## src/rtl/serial_frame_deframer_macros.svh

```systemverilog
// Assertion macros shared by the deframer modules
`ifndef SERIAL_FRAME_DEFRAMER_MACROS_SVH
`define SERIAL_FRAME_DEFRAMER_MACROS_SVH

`ifndef SYNTHESIS
// Check a property on every clock edge outside reset
`define SFD_ASSERT(lbl, prop, msg) \
  lbl: assert property (@(posedge clk_i) disable iff (!rst_ni) (prop)) else $error(msg);
// Check that a condition implies a result on the same edge
`define SFD_ASSERT_IMP(lbl, ante, cons, msg) \
  lbl: assert property (@(posedge clk_i) disable iff (!rst_ni) (ante) |-> (cons)) \
    else $error(msg);
// Check that a condition implies a result on the next edge
`define SFD_ASSERT_NEXT(lbl, ante, cons, msg) \
  lbl: assert property (@(posedge clk_i) disable iff (!rst_ni) (ante) |=> (cons)) \
    else $error(msg);
`else
`define SFD_ASSERT(lbl, prop, msg)
`define SFD_ASSERT_IMP(lbl, ante, cons, msg)
`define SFD_ASSERT_NEXT(lbl, ante, cons, msg)
`endif

`endif

```

## src/rtl/sfd_pkg.sv

```systemverilog
// Types, constants and codes shared by the deframer modules
package sfd_pkg;

  // Payload buffer depth and index width
  localparam int MAX_PAYLOAD = 32;
  localparam int IDX_W       = $clog2(MAX_PAYLOAD);

  // Field widths
  localparam int BYTE_W  = 8;
  localparam int MAXL_W  = 6;
  localparam int CFGI_W  = 2;
  localparam int ODATA_W = 40;
  localparam int OUSER_W = 3;

  // Register indexes of the configuration port
  localparam logic [CFGI_W-1:0] CFG_SYNC_FIRST  = 2'd0;
  localparam logic [CFGI_W-1:0] CFG_SYNC_SECOND = 2'd1;
  localparam logic [CFGI_W-1:0] CFG_MAX_LENGTH  = 2'd2;

  // Register reset values
  localparam logic [BYTE_W-1:0] SYNC_FIRST_RST  = 8'd170;
  localparam logic [BYTE_W-1:0] SYNC_SECOND_RST = 8'd85;
  localparam logic [MAXL_W-1:0] MAX_LENGTH_RST  = 6'd32;

  // Frame status codes
  typedef enum logic [1:0] {
    ST_GOOD     = 2'd0,
    ST_BAD_SUM  = 2'd1,
    ST_TOO_LONG = 2'd2
  } status_e;

  // Controller states
  typedef enum logic [3:0] {
    S_SYNC1,
    S_SYNC2,
    S_TYPE,
    S_ID,
    S_LEN,
    S_PAYLOAD,
    S_CHECK,
    S_EMIT_RD,
    S_EMIT_WR
  } state_e;

  // Commands from controller to datapath
  typedef struct packed {
    logic    ld_type;
    logic    ld_id;
    logic    ld_len;
    logic    ld_payload;
    logic    ld_status;
    status_e status;
    logic    clr_idx;
    logic    inc_idx;
    logic    ld_item;
  } dp_cmd_t;

  // Status from datapath to controller
  typedef struct packed {
    logic is_sync1;
    logic is_sync2;
    logic byte_zero;
    logic payload_done;
    logic too_long;
    logic sum_ok;
    logic len_zero;
    logic emit_last;
    logic out_free;
  } dp_sts_t;

endpackage

```

## src/rtl/serial_frame_deframer.sv

```systemverilog
// Top level of the serial frame deframer
// Takes one received byte per request, hunts for the two sync bytes, then reads type, id,
// length, payload and check byte; the check byte must equal the inverse of the 8-bit sum of
// type, id, length and payload. Header, sync and payload bytes are taken without a stall.
// The check byte is taken once the output register is free: a checksum failure, a too-long
// frame or an empty frame gives one status request with tlast set, while a good frame gives
// its N payload bytes, each read from the payload buffer through its registered read port
// in S_EMIT_RD and loaded in S_EMIT_WR once the output register is free; no byte is taken
// during that emission.
// The next frame's bytes are taken while the final result still waits on the master side.
module serial_frame_deframer (
  input  logic                          clk_i,
  input  logic                          rst_ni,
  // Configuration writes: 0 sync_first, 1 sync_second, 2 max_length
  input  logic                          cfg_we_i,
  input  logic [sfd_pkg::CFGI_W-1:0]    cfg_idx_i,
  input  logic [sfd_pkg::BYTE_W-1:0]    cfg_data_i,
  // Received byte stream
  input  logic                          s_axis_tvalid,
  output logic                          s_axis_tready,
  input  logic [sfd_pkg::BYTE_W-1:0]    s_axis_tdata,  // [7:0] rx_byte
  // Result stream
  output logic                          m_axis_tvalid,
  input  logic                          m_axis_tready,
  // [7:0] msg_type, [15:8] msg_id, [23:16] payload_len, [28:24] byte_index,
  // [36:29] data, [39:37] zero
  output logic [sfd_pkg::ODATA_W-1:0]   m_axis_tdata,
  output logic [sfd_pkg::OUSER_W-1:0]   m_axis_tuser,  // [1:0] status, [2] data_valid
  output logic                          m_axis_tlast   // last
);
  import sfd_pkg::*;

  dp_cmd_t cmd;
  dp_sts_t sts;

  sfd_ctrl u_ctrl (
    .clk_i      (clk_i),
    .rst_ni     (rst_ni),
    .in_valid_i (s_axis_tvalid),
    .in_ready_o (s_axis_tready),
    .sts_i      (sts),
    .cmd_o      (cmd)
  );

  sfd_dp u_dp (
    .clk_i       (clk_i),
    .rst_ni      (rst_ni),
    .cfg_we_i    (cfg_we_i),
    .cfg_idx_i   (cfg_idx_i),
    .cfg_data_i  (cfg_data_i),
    .rx_byte_i   (s_axis_tdata),
    .cmd_i       (cmd),
    .sts_o       (sts),
    .out_valid_o (m_axis_tvalid),
    .out_ready_i (m_axis_tready),
    .out_data_o  (m_axis_tdata),
    .out_user_o  (m_axis_tuser),
    .out_last_o  (m_axis_tlast)
  );

endmodule

```

## src/rtl/sfd_ram.sv

```systemverilog
// Generic single-write, single-read RAM with registered read data
module sfd_ram #(
  parameter int WIDTH = 8,
  parameter int DEPTH = 32
) (
  input  logic                     clk_i,
  input  logic                     we_i,
  input  logic [$clog2(DEPTH)-1:0] waddr_i,
  input  logic [WIDTH-1:0]         wdata_i,
  input  logic [$clog2(DEPTH)-1:0] raddr_i,
  output logic [WIDTH-1:0]         rdata_o
);

  logic [WIDTH-1:0] mem_q [DEPTH];
  logic [WIDTH-1:0] rdata_q;

  // Write port and registered read port
  always_ff @(posedge clk_i) begin
    if (we_i) begin
      mem_q[waddr_i] <= wdata_i;
    end
    rdata_q <= mem_q[raddr_i];
  end

  assign rdata_o = rdata_q;

endmodule

```

## src/rtl/sfd_ctrl.sv

```systemverilog
// Frame parsing and payload emission state machine
`include "serial_frame_deframer_macros.svh"

module sfd_ctrl (
  input  logic             clk_i,
  input  logic             rst_ni,
  input  logic             in_valid_i,
  output logic             in_ready_o,
  input  sfd_pkg::dp_sts_t sts_i,
  output sfd_pkg::dp_cmd_t cmd_o
);
  import sfd_pkg::*;

  state_e state_q, state_d;
  logic   accept;

  // State register
  always_ff @(posedge clk_i or negedge rst_ni) begin
    if (!rst_ni) begin
      state_q <= S_SYNC1;
    end else begin
      state_q <= state_d;
    end
  end

  // Next state, ready and datapath commands
  always_comb begin
    state_d    = state_q;
    in_ready_o = 1'b0;
    cmd_o      = '0;
    cmd_o.status = ST_GOOD;
    case (state_q)
      S_SYNC1, S_SYNC2, S_TYPE, S_ID, S_LEN, S_PAYLOAD: in_ready_o = 1'b1;
      S_CHECK: in_ready_o = sts_i.out_free;
      default: in_ready_o = 1'b0;
    endcase
    accept = in_valid_i && in_ready_o;

    case (state_q)
      S_SYNC1: begin
        if (accept && sts_i.is_sync1) state_d = S_SYNC2;
      end
      S_SYNC2: begin
        if (accept) begin
          if (sts_i.is_sync2) state_d = S_TYPE;
          else if (!sts_i.is_sync1) state_d = S_SYNC1;
        end
      end
      S_TYPE: begin
        if (accept) begin
          cmd_o.ld_type = 1'b1;
          state_d = S_ID;
        end
      end
      S_ID: begin
        if (accept) begin
          cmd_o.ld_id = 1'b1;
          state_d = S_LEN;
        end
      end
      S_LEN: begin
        if (accept) begin
          cmd_o.ld_len = 1'b1;
          state_d = sts_i.byte_zero ? S_CHECK : S_PAYLOAD;
        end
      end
      S_PAYLOAD: begin
        if (accept) begin
          cmd_o.ld_payload = 1'b1;
          if (sts_i.payload_done) state_d = S_CHECK;
        end
      end
      S_CHECK: begin
        // Report a failed or empty frame at once, else stream the buffer
        if (accept) begin
          if (sts_i.too_long) begin
            cmd_o.ld_status = 1'b1;
            cmd_o.status    = ST_TOO_LONG;
            state_d = S_SYNC1;
          end else if (!sts_i.sum_ok) begin
            cmd_o.ld_status = 1'b1;
            cmd_o.status    = ST_BAD_SUM;
            state_d = S_SYNC1;
          end else if (sts_i.len_zero) begin
            cmd_o.ld_status = 1'b1;
            cmd_o.status    = ST_GOOD;
            state_d = S_SYNC1;
          end else begin
            cmd_o.clr_idx = 1'b1;
            state_d = S_EMIT_RD;
          end
        end
      end
      S_EMIT_RD: begin
        state_d = S_EMIT_WR;
      end
      S_EMIT_WR: begin
        if (sts_i.out_free) begin
          cmd_o.ld_item = 1'b1;
          if (sts_i.emit_last) begin
            state_d = S_SYNC1;
          end else begin
            cmd_o.inc_idx = 1'b1;
            state_d = S_EMIT_RD;
          end
        end
      end
      default: state_d = S_SYNC1;
    endcase
  end

  `SFD_ASSERT_IMP(a_no_rx_in_emit, (state_q == S_EMIT_RD || state_q == S_EMIT_WR),
                  !in_ready_o, "byte accepted during payload emission")
  `SFD_ASSERT_IMP(a_load_needs_slot, (cmd_o.ld_item || cmd_o.ld_status), sts_i.out_free,
                  "result loaded while output slot occupied")
  `SFD_ASSERT_NEXT(a_last_ends_frame, (cmd_o.ld_item && sts_i.emit_last),
                   state_q == S_SYNC1, "emission did not end at the last byte")

endmodule

```

## src/rtl/sfd_dp.sv

```systemverilog
// Frame registers, checksum, payload buffer and output register
`include "serial_frame_deframer_macros.svh"

module sfd_dp (
  input  logic                              clk_i,
  input  logic                              rst_ni,
  input  logic                              cfg_we_i,
  input  logic [sfd_pkg::CFGI_W-1:0]        cfg_idx_i,
  input  logic [sfd_pkg::BYTE_W-1:0]        cfg_data_i,
  input  logic [sfd_pkg::BYTE_W-1:0]        rx_byte_i,
  input  sfd_pkg::dp_cmd_t                  cmd_i,
  output sfd_pkg::dp_sts_t                  sts_o,
  output logic                              out_valid_o,
  input  logic                              out_ready_i,
  output logic [sfd_pkg::ODATA_W-1:0]       out_data_o,
  output logic [sfd_pkg::OUSER_W-1:0]       out_user_o,
  output logic                              out_last_o
);
  import sfd_pkg::*;

  logic [BYTE_W-1:0] sync1_q, sync2_q;
  logic [MAXL_W-1:0] maxl_q;
  logic [BYTE_W-1:0] type_q, id_q, len_q, seen_q, sum_q;
  logic [IDX_W-1:0]  idx_q;
  logic [BYTE_W-1:0] limit, seen_inc, rdata;
  logic              ram_we;

  logic              ov_q;
  status_e           ost_q;
  logic [BYTE_W-1:0] otype_q, oid_q, olen_q, odata_q;
  logic [IDX_W-1:0]  oidx_q;
  logic              odv_q, olast_q;

  // Configuration registers; unknown indexes are ignored
  always_ff @(posedge clk_i or negedge rst_ni) begin
    if (!rst_ni) begin
      sync1_q <= SYNC_FIRST_RST;
      sync2_q <= SYNC_SECOND_RST;
      maxl_q  <= MAX_LENGTH_RST;
    end else if (cfg_we_i) begin
      case (cfg_idx_i)
        CFG_SYNC_FIRST:  sync1_q <= cfg_data_i;
        CFG_SYNC_SECOND: sync2_q <= cfg_data_i;
        CFG_MAX_LENGTH:  maxl_q  <= cfg_data_i[MAXL_W-1:0];
        default: ;
      endcase
    end
  end

  // Effective length limit, capped at the buffer depth
  assign limit = (BYTE_W'(maxl_q) > BYTE_W'(MAX_PAYLOAD)) ? BYTE_W'(MAX_PAYLOAD)
                                                          : BYTE_W'(maxl_q);
  assign seen_inc = seen_q + 8'd1;

  // Frame header, byte count and running sum
  always_ff @(posedge clk_i or negedge rst_ni) begin
    if (!rst_ni) begin
      type_q <= '0;
      id_q   <= '0;
      len_q  <= '0;
      seen_q <= '0;
      sum_q  <= '0;
      idx_q  <= '0;
    end else begin
      if (cmd_i.ld_type) begin
        type_q <= rx_byte_i;
        sum_q  <= rx_byte_i;
      end
      if (cmd_i.ld_id) begin
        id_q  <= rx_byte_i;
        sum_q <= sum_q + rx_byte_i;
      end
      if (cmd_i.ld_len) begin
        len_q  <= rx_byte_i;
        seen_q <= '0;
        sum_q  <= sum_q + rx_byte_i;
      end
      if (cmd_i.ld_payload) begin
        seen_q <= seen_inc;
        sum_q  <= sum_q + rx_byte_i;
      end
      if (cmd_i.clr_idx) idx_q <= '0;
      else if (cmd_i.inc_idx) idx_q <= idx_q + 1'b1;
    end
  end

  // Store payload bytes of frames that fit
  assign ram_we = cmd_i.ld_payload && !sts_o.too_long;

  sfd_ram #(
    .WIDTH (BYTE_W),
    .DEPTH (MAX_PAYLOAD)
  ) u_buf (
    .clk_i   (clk_i),
    .we_i    (ram_we),
    .waddr_i (seen_q[IDX_W-1:0]),
    .wdata_i (rx_byte_i),
    .raddr_i (idx_q),
    .rdata_o (rdata)
  );

  // Status towards the controller
  always_comb begin
    sts_o.is_sync1     = (rx_byte_i == sync1_q);
    sts_o.is_sync2     = (rx_byte_i == sync2_q);
    sts_o.byte_zero    = (rx_byte_i == '0);
    sts_o.payload_done = (seen_inc >= len_q);
    sts_o.too_long     = (len_q > limit);
    sts_o.sum_ok       = (rx_byte_i == ~sum_q);
    sts_o.len_zero     = (len_q == '0);
    sts_o.emit_last    = ((BYTE_W'(idx_q) + 8'd1) == len_q);
    sts_o.out_free     = !ov_q || out_ready_i;
  end

  // Output handshake flag
  always_ff @(posedge clk_i or negedge rst_ni) begin
    if (!rst_ni) begin
      ov_q <= 1'b0;
    end else if (cmd_i.ld_status || cmd_i.ld_item) begin
      ov_q <= 1'b1;
    end else if (out_ready_i) begin
      ov_q <= 1'b0;
    end
  end

  // Output payload register: hold the request until taken
  always_ff @(posedge clk_i) begin
    if (cmd_i.ld_status || cmd_i.ld_item) begin
      otype_q <= type_q;
      oid_q   <= id_q;
      olen_q  <= len_q;
    end
    if (cmd_i.ld_status) begin
      ost_q   <= cmd_i.status;
      oidx_q  <= '0;
      odata_q <= '0;
      odv_q   <= 1'b0;
      olast_q <= 1'b1;
    end else if (cmd_i.ld_item) begin
      ost_q   <= ST_GOOD;
      oidx_q  <= idx_q;
      odata_q <= rdata;
      odv_q   <= 1'b1;
      olast_q <= sts_o.emit_last;
    end
  end

  assign out_valid_o = ov_q;
  assign out_data_o  = {3'b000, odata_q, oidx_q, olen_q, oid_q, otype_q};
  assign out_user_o  = {odv_q, ost_q};
  assign out_last_o  = olast_q;

  `SFD_ASSERT_IMP(a_status_is_last, (ov_q && !odv_q), olast_q,
                  "status request not marked last")
  `SFD_ASSERT_IMP(a_no_store_in_emit, (cmd_i.ld_item || cmd_i.inc_idx), !ram_we,
                  "payload buffer written during emission")
  `SFD_ASSERT_IMP(a_payload_fits, ram_we, (seen_q < BYTE_W'(MAX_PAYLOAD)),
                  "payload write beyond buffer")

endmodule

```

## config.mk

```make
export PLATFORM = sky130hd
export DESIGN_NAME = serial_frame_deframer
export DESIGN_NICKNAME = d
export VERILOG_FILES = /design/src/rtl/sfd_pkg.sv /design/src/rtl/serial_frame_deframer.sv /design/src/rtl/sfd_ram.sv /design/src/rtl/sfd_ctrl.sv /design/src/rtl/sfd_dp.sv
export VERILOG_INCLUDE_DIRS = /design/src /design/src/rtl
export SDC_FILE = /design/constraint.sdc
export NUM_CORES = 1
export LEC_CHECK = 0
export BUFFER_PORTS_ARGS = -buffer_cell sky130_fd_sc_hd__buf_4
export CORE_ASPECT_RATIO = 2
export CORE_MARGIN = 8
export CORE_UTILIZATION = 40
export CTS_BUF_LIST = sky130_fd_sc_hd__clkbuf_2 sky130_fd_sc_hd__clkbuf_4 sky130_fd_sc_hd__clkbuf_8
export DETAILED_ROUTE_END_ITERATION = 10
export HOLD_SLACK_MARGIN = 0.03
export PLACE_DENSITY = 0.56
export SLEW_MARGIN = 20
export SYNTH_ARGS = -nofsm -noshare
export SYNTH_HDL_FRONTEND = slang
export SYNTH_SLANG_ARGS = --single-unit
```

## constraint.sdc

```tcl
create_clock -name clk_i -period 8.3 [get_ports clk_i]
set_input_delay 1.66 -clock clk_i [delete_from_list [all_inputs] [get_ports clk_i]]
set_output_delay 1.66 -clock clk_i [all_outputs]
set_load 0.1 [all_outputs]
```

==> results.txt, run 1 <==
switching power = 1.58 mW
largest net degree at the start of global routing = 73
f_max = 227 MHz
run status = complete, no violations
Leakage = 6.11 nW
maxcap violations = 0
fillers = 3480
drt wl/cell = 25.2 um
number of port buffers = 65
HP Class = flip-flop to flip-flop
DRC Markers = 0
Crit. End Element = output pin
Chip Height = 295 um
CTS max path bufs = 3
CTS Hold Bufs = 0
crit start category = input port
Fin. Hold Viols = 0
dpl hpwl = 26800 um
Die Width = 155 um
crit path launch = m_axis_tready
CP Max Fanout = 8
final setup margin = 3.90 ns
Final Max Slew Viols = 0
setup violators final = 0
Worst EP arrival = 2.74 ns
Layout area overhead = 14.0%
combinational share of power = 0.231
layout cell share with drive strength beyond 1 = 0.308
Mapped Avg Cell Area = 16.8 sq um
worst-skew pair later-pin latency = 0.61 ns
io pins = 69
core area = 38500 sq um
period utilization = 0.530
Row Count = 102
most common flop cell mapped by yosys = edfxtp_1
minimum clock period = 4.40 ns
cells after synthesis = 925
grt ovf = 0
Setup TNS = 0 ns
post-CTS setup buffer count = 0
peak supply drop = 0.000173 V
Cell variety after synth = 59
PostCTS Resize Cnt = 0
Seq/Total Area, Yosys = 0.691
P_int = 3.33 mW
final core utilization = 0.460
worst slew pin tran = 1.13 ns
drt first-iter violations = 528
Root Buffer = clkbuf_8
final WL = 40100 um
Switching Fraction = 0.321
critical path data required time = 6.64 ns
clk sinks = 377
clock-pin transition on the worst setup and hold timing paths = 0.07 ns
vias per cell = 5.37
worst setup path class = input port to output pin
Pwr Total = 4.91 mW
Initial Utilization = 0.404
PwrDens = 277 nW/um^2
RSZ-0062 raised after global routing = no
number of global-route vias before repair = 9214
GRT Util Overall = 0.179
Post-synth EDFFs = 282
Critical R2R Launch = u_dp.seen_q[2]
Setup Skew = 0.0358 ns
Post-layout nets = 1078
hold_sp = u_dp.u_buf.rdata_o[2]
TritonCTS clock tree = built
max_slew headroom = 0.247
first-pass GRT wire length = 59600 um
vias = 8539
Syn. warnings = 0
Setup Slack @ Placement = 3.61 ns
Placer Congestion = 0.868
Die ar. = 45800 sq um
FF+latch count, synth = 377
Seq pwr share = 0.481
asr flop ratio synth = 0.191
Pre-Repair DR Iteration Count = 5
total CTS buffers = 51
clock share of power = 0.288
H-tree depth = 2
post-route antenna net violation count = 0
synthesized cell area = 15600 sq um
antenna violations before repair = 1
## cells in the final DEF (no fill, tap or decap), drive strengths merged, types with 6 or more instances in the layout
cell type	synthesis	layout
inv	17	18
nand4	9	9
nand2	68	68
nor3	6	6
o21ai	30	30
dfxtp	23	23
dfrtp	63	63
nand3	13	13
xnor2	26	26
nand2b	6	6
ha	26	26
a21oi	20	20
mux4	80	80
clkinv	0	17
clkbuf	23	74
dfstp	9	9
mux2	47	47
nand3b	6	6
buf	25	96
nor2b	7	7
nor2	65	65
edfxtp	282	282
xor2	6	6
## power by group through the flow
| stage | registers (mW) | clock network [mW] | logic (mW) |
|---|---|---|---|
| after CTS | 2.36 | 1.45 | 1.15 |
| after global placement | 2.40 | 0 | 1.13 |
| final | 2.36 | 1.41 | 1.13 |
| after floorplan | 2.55 | 0 | 0.675 |
| after detailed placement | 2.40 | 0 | 1.14 |
| after global routing | 2.38 | 1.52 | 1.22 |
## critical path, stage by stage
cell      delay [ns]
buf_4           0.07
nand2b_1        0.33
a21oi_1         0.12
nor2_1          0.20
buf_4           0.34
## synthesized netlist by cell type, drive strengths merged (7+ instances only)
| master | n | share of area |
|---|---|---|
| inv | 17 | 0.0041 |
| ha | 26 | 0.021 |
| dfxtp | 23 | 0.030 |
| a21oi | 20 | 0.0064 |
| clkbuf | 23 | 0.0055 |
| o21ai | 30 | 0.0097 |
| nand4 | 9 | 0.0036 |
| buf | 25 | 0.010 |
| nand3 | 13 | 0.0042 |
| mux4 | 80 | 0.12 |
| dfstp | 9 | 0.015 |
| edfxtp | 282 | 0.54 |
| mux2 | 47 | 0.034 |
| dfrtp | 63 | 0.10 |
| nand2 | 68 | 0.016 |
| nor2b | 7 | 0.0028 |
| nor2 | 65 | 0.016 |
| xnor2 | 26 | 0.015 |
## logic make-up after synthesis
group / Yosys count / share of synthesized area
compound gates: 92 / 0.0377
simple gates: 201 / 0.0596
mux: 130 / 0.152
flops: 377 / 0.691
buf+inv: 65 / 0.0199
other cells: 1 / 0.000241
xor+xnor: 32 / 0.0180
fa+ha+maj: 27 / 0.0222
## worst paths after layout
path / slack (ns) / depth (start not counted) / end
setup reg to reg: 4.20 / 11 / u_ctrl.state_q[2]
min in group asynchronous: 1.21 / 1 / u_dp.len_q[2]
hold / removal: 0.43 / 2 / u_dp.odata_q[2]
max in group asynchronous: 6.39 / 1 / u_dp.idx_q[0]
hold reg to reg: 0.43 / 2 / u_dp.odata_q[2]
setup / recovery: 3.90 / 5 / s_axis_tready
## sequential cells by signal, indices dropped and copies added, names as in the netlist, 6 cells and up
name                flops
u_dp.oid_q              8
u_dp.type_q             8
u_dp.sync1_q            8
u_dp.sum_q              8
u_dp.maxl_q             6
u_dp.odata_q            8
u_dp.id_q               8
u_dp.u_buf.mem_q      256
u_dp.u_buf.rdata_o      8
u_dp.olen_q             8
u_dp.seen_q             8
u_dp.len_q              8
u_dp.sync2_q            8
u_dp.otype_q            8
## metal layers
| layer | share of wire | global-route usage |
|---|---|---|
| met2 | 0.58 | 0.350 |
| met1 | 0.34 | 0.179 |
| met3 | 0.038 | 0.0253 |
| met5 | 0 | 0 |
| met4 | 0.048 | 0.0863 |
## metrics by stage
stage	cell area (sq um)	instances	hold WS, ns
floorplan	15600	927	0.417
global placement	16700	1494	0.420
detailed placement	16700	1495	0.431
CTS	17700	1589	0.441
global route	17700	1590	0.459
finish	17700	1590	0.434
## cell type report
type / count / area [sq um] / area share
Clock buffer: 74 / 893 / 0.0504
Multi-Input combinational cell: 485 / 4540 / 0.256
Tap cell: 520 / 651 / 0.0367
Antenna cell: 1 / 2.50 / 0.000141
Inverter: 17 / 63.8 / 0.00360
Timing Repair Buffer: 96 / 721 / 0.0406
Clock inverter: 20 / 118 / 0.00663
Sequential cell: 377 / 10700 / 0.606
(Power assumes the default switching activity.)
==> run 2: changes to the inputs <==
==> constraint.sdc (replaced) <==
create_clock -name clk_i -period 4.5 [get_ports clk_i]
set_input_delay 0.9 -clock clk_i [delete_from_list [all_inputs] [get_ports clk_i]]
set_output_delay 0.9 -clock clk_i [all_outputs]
set_load 0.1 [all_outputs]
==> run 2 against run 1 <==
First-iteration DRC count shrank 12%; sequential share of layout area increased by 0.27 points; critical endpoint is now u_ctrl.state_q[2]; power rose by 83%; global-route usage is 1.4 points lower; register-to-register slack worse by 3.4 ns; combinational power grew 87%; sequential power rose by 85%; clock power is 78% higher; largest cell class unchanged; setup slack got worse by 3.1 ns; via count down 2.0%; non-clock buffer count fell by 5; highest routed layer unchanged; clock-buffer cell count did not move.
==> results.txt, run 2 (synthesis results as in run 1) <==
peak supply drop = 0.000354 V (was 0.000173 V)
post-CTS setup buffer count = 0 (unchanged)
maxcap violations = 0 (unchanged)
Pre-Repair DR Iteration Count = 5 (unchanged)
HP Class = flip-flop to flip-flop (unchanged)
commonest non-fill, non-tap cell in the layout = edfxtp_1 (unchanged)
Initial Utilization = 0.404 (unchanged)
CTS Hold Bufs = 0 (unchanged)
layout cell share with drive strength beyond 1 = 0.297 (was 0.308)
most frequent cells in the layout = 282 x edfxtp_1, 89 x buf_4, 80 x mux4_2 (was 282 x edfxtp_1, 96 x buf_4, 80 x mux4_2)
PostCTS Resize Cnt = 0 (unchanged)
Row Count = 102 (unchanged)
RR Endpoint = u_ctrl.state_q[2] (unchanged)
drt first-iter violations = 463 (was 528)
hold_sp = u_dp.u_buf.rdata_o[2] (unchanged)
Die Width = 155 um (unchanged)
setup violators final = 0 (unchanged)
number of port buffers = 65 (unchanged)
H-tree depth = 2 (unchanged)
drt wl/cell = 23.6 um (was 25.2 um)
CTS max path bufs = 3 (unchanged)
Hold Crit Endpoint = u_dp.odata_q[2] (unchanged)
Setup Slack @ Placement = 0.803 ns (was 3.61 ns)
final WL = 37300 um (was 40100 um)
number of global-route vias before repair = 8992 (was 9214)
TritonCTS clock tree = built (unchanged)
Leakage = 6.06 nW (was 6.11 nW)
critical path data required time = 4.94 ns (was 6.64 ns)
Pwr Total = 8.99 mW (was 4.91 mW)
Critical R2R Launch = u_dp.seen_q[3] (was u_dp.seen_q[2])
post-route antenna net violation count = 0 (unchanged)
Worst EP arrival = 4.18 ns (was 2.74 ns)
vias = 8371 (was 8539)
Die ar. = 45800 sq um (unchanged)
vias per cell = 5.29 (was 5.37)
Post-layout nets = 1074 (was 1078)
Root Buffer = clkbuf_8 (unchanged)
PwrDens = 509 nW/um^2 (was 277 nW/um^2)
hold path depth = 2 (unchanged)
slowest CP cell = dfrtp_1 (was buf_4)
Setup Skew = 0.0294 ns (was 0.0358 ns)
Final Max Slew Viols = 0 (unchanged)
final setup margin = 0.765 ns (was 3.90 ns)
CP Max Fanout = 11 (was 8)
grt ovf = 0 (unchanged)
r2r worst-path depth = 11 (unchanged)
f_max = 268 MHz
max_slew headroom = 0.340 (was 0.247)
clk sinks = 377 (unchanged)
crit start category = flip-flop (was input port)
Setup TNS = 0 ns (unchanged)
largest net degree at the start of global routing = 73 (unchanged)
Layout area overhead = 13.5% (was 14.0%)
run status = complete, no violations (unchanged)
Fin. Hold Viols = 0 (unchanged)
CP cell instances = nand3_1 > nor3_1 > xor2_1 > ha_1 > a21o_1 > a21o_1 > a2111oi_0 > o31ai_1 > nand3_1 > or2_0 > o2111ai_1 (was buf_4 > nand2b_1 > a21oi_1 > nor2_1 > buf_4)
first-pass GRT wire length = 55800 um (was 59600 um)
io pins = 69 (unchanged)
GRT Util Overall = 0.165 (was 0.179)
RSZ-0062 raised after global routing = no (unchanged)
antenna violations before repair = 1 (unchanged)
total CTS buffers = 52 (was 51)
worst slew pin tran = 0.989 ns (was 1.13 ns)
fillers = 3451 (was 3480)
worst-skew pair later-pin latency = 0.59 ns (was 0.61 ns)
Placer Congestion = 0.840 (was 0.868)
Biggest register = u_dp.u_buf.mem_q (unchanged)
worst setup path class = flip-flop to flip-flop (was input port to output pin)
period utilization = 0.830
Crit. End Element = flip-flop (was output pin)
max reg flops = 256 (unchanged)
R2R Setup Slk = 0.77 ns (was 4.20 ns)
DRC Markers = 0 (unchanged)
dpl hpwl = 25300 um (was 26800 um)
clock-pin transition on the worst setup and hold timing paths = 0.07 ns (about the same)
Chip Height = 295 um (unchanged)
core area = 38500 sq um (unchanged)
minimum clock period = 3.73 ns
Max stage delay on crit path = 0.55 ns (was 0.34 ns)
-- run 2: cell count changes in the layout (fill, tap and decap cells not counted), sizes merged --
cell | previous run | this run
buf | 96 | 91
clkinv | 17 | 15
bufinv | 1 | 0
inv | 18 | 17
-- run 2: cell type report --
class / instances / area (sq um) / area share
antenna: 1 / 2.50 / 0.000142
clock buffer: 74 / 900 / 0.0509
clock inverter: 16 / 67.6 / 0.00383
inverter: 17 / 63.8 / 0.00361
multi-input combinational: 485 / 4520 / 0.256
sequential: 377 / 10700 / 0.609
tap: 520 / 651 / 0.0368
timing repair buffer: 91 / 708 / 0.0401
-- run 2: stage by stage --
step | util | area (sq um) | instances | hold slack, ns
floorplan | - | 15600 | 927 | 0.417
global placement | 0.433 | 16700 | 1490 | 0.421
detailed placement | 0.433 | 16700 | 1490 | 0.430
CTS | 0.458 | 17700 | 1580 | 0.430
global route | 0.458 | 17700 | 1581 | 0.452
finish | 0.458 | 17700 | 1581 | 0.425
-- run 2: report_power, final --
part	internal [mW]	switching, mW
clock network	1.28	1.24
registers	4.06	0.305
logic	0.768	1.34
total	6.11	2.89
-- run 2: worst max path at each step --
| stage | from | to | slack (ns) | depth (start not counted) |
|---|---|---|---|---|
| final | u_dp.seen_q[3] | u_ctrl.state_q[2] | 0.77 | 11 |
| after global routing | u_dp.seen_q[2] | u_ctrl.state_q[2] | 0.45 | 11 |
| after CTS | u_dp.seen_q[3] | u_ctrl.state_q[2] | 0.76 | 11 |
| after detailed placement | u_dp.seen_q[3] | u_ctrl.state_q[2] | 0.80 | 11 |
| after global placement | u_dp.seen_q[2] | u_ctrl.state_q[2] | 0.89 | 11 |
| after floorplan | s_axis_tdata[5] | u_dp.oid_q[0] | 0.52 | 6 |
-- run 2: critical path: cells and delay by family (launching register included) --
kind,cells,cell delay [ns]
AND/OR/NAND/NOR,4,1.45
flip-flops,1,0.55
XOR/XNOR,1,0.15
adder cells (fa/ha/maj),1,0.34
AO/OA/AOI/OAI,5,1.10
-- run 2: layer usage --
metal / routed length [um] / vias to the layer above / GRT usage
met3: 1220 / 75 / 0.0214
met1: 13000 / 4322 / 0.165
met2: 21800 / 203 / 0.330
met5: 0 / - / 0
met4: 1270 / 0 / 0.0678
li1: - / 3771 / -
==> run 3: changes to the inputs <==
==> constraint.sdc (replaced) <==
create_clock -name clk_i -period 3.9 [get_ports clk_i]
set_input_delay 0.78 -clock clk_i [delete_from_list [all_inputs] [get_ports clk_i]]
set_output_delay 0.78 -clock clk_i [all_outputs]
set_load 0.1 [all_outputs]
==> run 3 against run 2 <==
Clock-buffer cell count down 1; sequential share of layout area down 1.2 points; worst hold slack worse by 0.11 ns; critical path depth up 1; via count up 1.5%; global-route usage up 0.58 points; sequential power up 14%; die area unchanged; power up 19%; core utilization up 0.93 points; largest cell class unchanged; largest power group unchanged.
==> results.txt, run 3 (synthesis results as in run 1) <==
HP Class = input port to asynchronous set/reset pin (was flip-flop to flip-flop)
worst slew pin tran = 0.974 ns (was 0.989 ns)
Crit. End Element = flip-flop (unchanged)
CP Max Fanout = 11 (unchanged)
run status = complete, no violations (unchanged)
Layout area overhead = 15.8% (was 13.5%)
vias per cell = 5.26 (was 5.29)
CP cell instances = inv_1 > nor3_1 > xor2_1 > ha_1 > a21o_1 > a21o_1 > a2111oi_0 > o31ai_1 > nand3_1 > buf_4 > or2_0 > o2111ai_1 (was nand3_1 > nor3_1 > xor2_1 > ha_1 > a21o_1 > a21o_1 > a2111oi_0 > o31ai_1 > nand3_1 > or2_0 > o2111ai_1)
PwrDens = 595 nW/um^2 (was 509 nW/um^2)
Die Width = 155 um (unchanged)
core area = 38500 sq um (unchanged)
Pre-Repair DR Iteration Count = 4 (was 5)
total CTS buffers = 51 (was 52)
most frequent cells in the layout = 282 x edfxtp_1, 120 x buf_4, 80 x mux4_2 (was 282 x edfxtp_1, 89 x buf_4, 80 x mux4_2)
vias = 8500 (was 8371)
Chip Height = 295 um (unchanged)
setup violators final = 0 (unchanged)
most frequent CP cell = a21o_1
worst-skew pair later-pin latency = 0.60 ns (was 0.59 ns)
post-route antenna net violation count = 0 (unchanged)
Die ar. = 45800 sq um (unchanged)
met1 usage = 0.171 (was 0.165)
r2r worst-path depth = 12 (was 11)
CTS Hold Bufs = 0 (unchanged)
clock-pin transition on the worst setup and hold timing paths = 0.07 ns (about the same)
Fin. Hold Viols = 0 (unchanged)
post-CTS setup buffer count = 0 (unchanged)
met3 usage = 0.0211 (was 0.0214)
critical path data required time = 4.36 ns (was 4.94 ns)
period utilization = 0.864 (was 0.830)
CTS max path bufs = 3 (unchanged)
Row Count = 102 (unchanged)
final WL = 38000 um (was 37300 um)
number of port buffers = 65 (unchanged)
Critical R2R Launch = u_dp.seen_q[0] (was u_dp.seen_q[3])
number of global-route vias before repair = 9361 (was 8992)
Root Buffer = clkbuf_8 (unchanged)
Placer Congestion = 0.845 (was 0.840)
gr busiest metal = met2 (unchanged)
Biggest register = u_dp.u_buf.mem_q (unchanged)
dpl hpwl = 26200 um (was 25300 um)
RR Endpoint = u_ctrl.state_q[2] (unchanged)
antenna violations before repair = 1 (unchanged)
Leakage = 6.28 nW (was 6.06 nW)
Post-layout nets = 1104 (was 1074)
crit path launch = u_dp.seen_q[0] (was u_dp.seen_q[3])
io pins = 69 (unchanged)
RSZ-0062 raised after global routing = no (unchanged)
drt wl/cell = 23.5 um (was 23.6 um)
slowest CP cell = nor3_1 (was dfrtp_1)
maxcap violations = 0 (unchanged)
f_max = 297 MHz (was 268 MHz)
Setup TNS = 0 ns (unchanged)
crit start category = flip-flop (unchanged)
Setup Skew = 0.0196 ns (was 0.0294 ns)
largest net degree at the start of global routing = 73 (unchanged)
layout cell share with drive strength beyond 1 = 0.321 (was 0.297)
CP Buf/Inv Count = 2 (was 0)
grt ovf = 0 (unchanged)
delay-heaviest family, CP = compound AO/OA/AOI/OAI gates (was simple AND/OR/NAND/NOR gates)
first-pass GRT wire length = 57600 um (was 55800 um)
R2R Setup Slk = 0.53 ns (was 0.77 ns)
final core utilization = 0.467 (was 0.458)
Initial Utilization = 0.404 (unchanged)
commonest non-fill, non-tap cell in the layout = edfxtp_1 (unchanged)
max_slew headroom = 0.351 (was 0.340)
Max stage delay on crit path = 0.46 ns (was 0.55 ns)
clk sinks = 377 (unchanged)
peak supply drop = 0.000442 V (was 0.000354 V)
Worst EP arrival = 3.83 ns (was 4.18 ns)
Final Max Slew Viols = 0 (unchanged)
DRC Markers = 0 (unchanged)
drt first-iter violations = 375 (was 463)
H-tree depth = 2 (unchanged)
GRT Util Overall = 0.171 (was 0.165)
max reg flops = 256 (unchanged)
TritonCTS clock tree = built (unchanged)
M2 GR Usage = 0.335 (was 0.330)
PostCTS Resize Cnt = 0 (unchanged)
minimum clock period = 3.37 ns (was 3.73 ns)
worst setup path class = flip-flop to flip-flop (unchanged)
[run 3: changes by cell type in the layout (fill, tap and decap cells not counted)]
cell / previous run / this run
buf_4: 89 / 120
bufinv_16: 0 / 4
clkbuf_4: 19 / 18
clkinv_1: 12 / 10
clkinv_2: 3 / 4
clkinvlp_4: 1 / 2
inv_6: 0 / 1
[run 3: metal layers]
metal | wire, um | part of all wire
met5 | 0 | 0
met4 | 1730 | 0.045
met2 | 22000 | 0.58
met3 | 1170 | 0.031
met1 | 13200 | 0.35
[run 3: worst max-delay path by stage]
stage / slack, ns / end / cells past startpoint
global route: 0.27 / u_ctrl.state_q[2] / 12
finish: 0.53 / u_ctrl.state_q[2] / 12
global placement: 0.53 / u_ctrl.state_q[2] / 12
detailed placement: 0.58 / u_ctrl.state_q[2] / 12
floorplan: 0.02 / u_dp.oid_q[0] / 8
CTS: 0.58 / u_ctrl.state_q[2] / 12
[run 3: area by class of cell]
cell class,count,area [sq um]
Antenna cell,1,2.50
Clock buffer,73,892
Clock inverter,21,201
Fill cell,3448,20500
Inverter,17,63.8
Multi-Input combinational cell,485,4520
Sequential cell,377,10700
Tap cell,520,651
Timing Repair Buffer,122,941
[run 3: per-stage QoR]
step	cells	setup slack [ns]	cell area [sq um]	total power, mW	hold slack (ns)
3_5_place_dp	1521	0.583	16900	7.62	0.427
5_1_grt	1616	0.274	18000	11.2	0.377
3_3_place_gp	1521	0.530	16900	7.60	0.424
2_1_floorplan	927	0.0244	15600	6.86	0.417
4_1_cts	1615	0.580	18000	10.8	0.328
6_report	1616	0.531	18000	10.7	0.314
[run 3: worst reg2reg max path: stages (launching register included)]
cell and delay, ns:
dfrtp_1 0.45, inv_1 0.11, nor3_1 0.46, xor2_1 0.14, ha_1 0.34, a21o_1 0.18, a21o_1 0.17, a2111oi_0 0.42
o31ai_1 0.16, nand3_1 0.11, buf_4 0.18, or2_0 0.36, o2111ai_1 0.16
[run 3: power by group]
part	switching [mW]	internal, mW	leakage [nW]
logic	1.62	0.898	2.08
clock network	1.46	1.74	0.571
registers	0.304	4.69	3.64
total	3.38	7.33	6.28
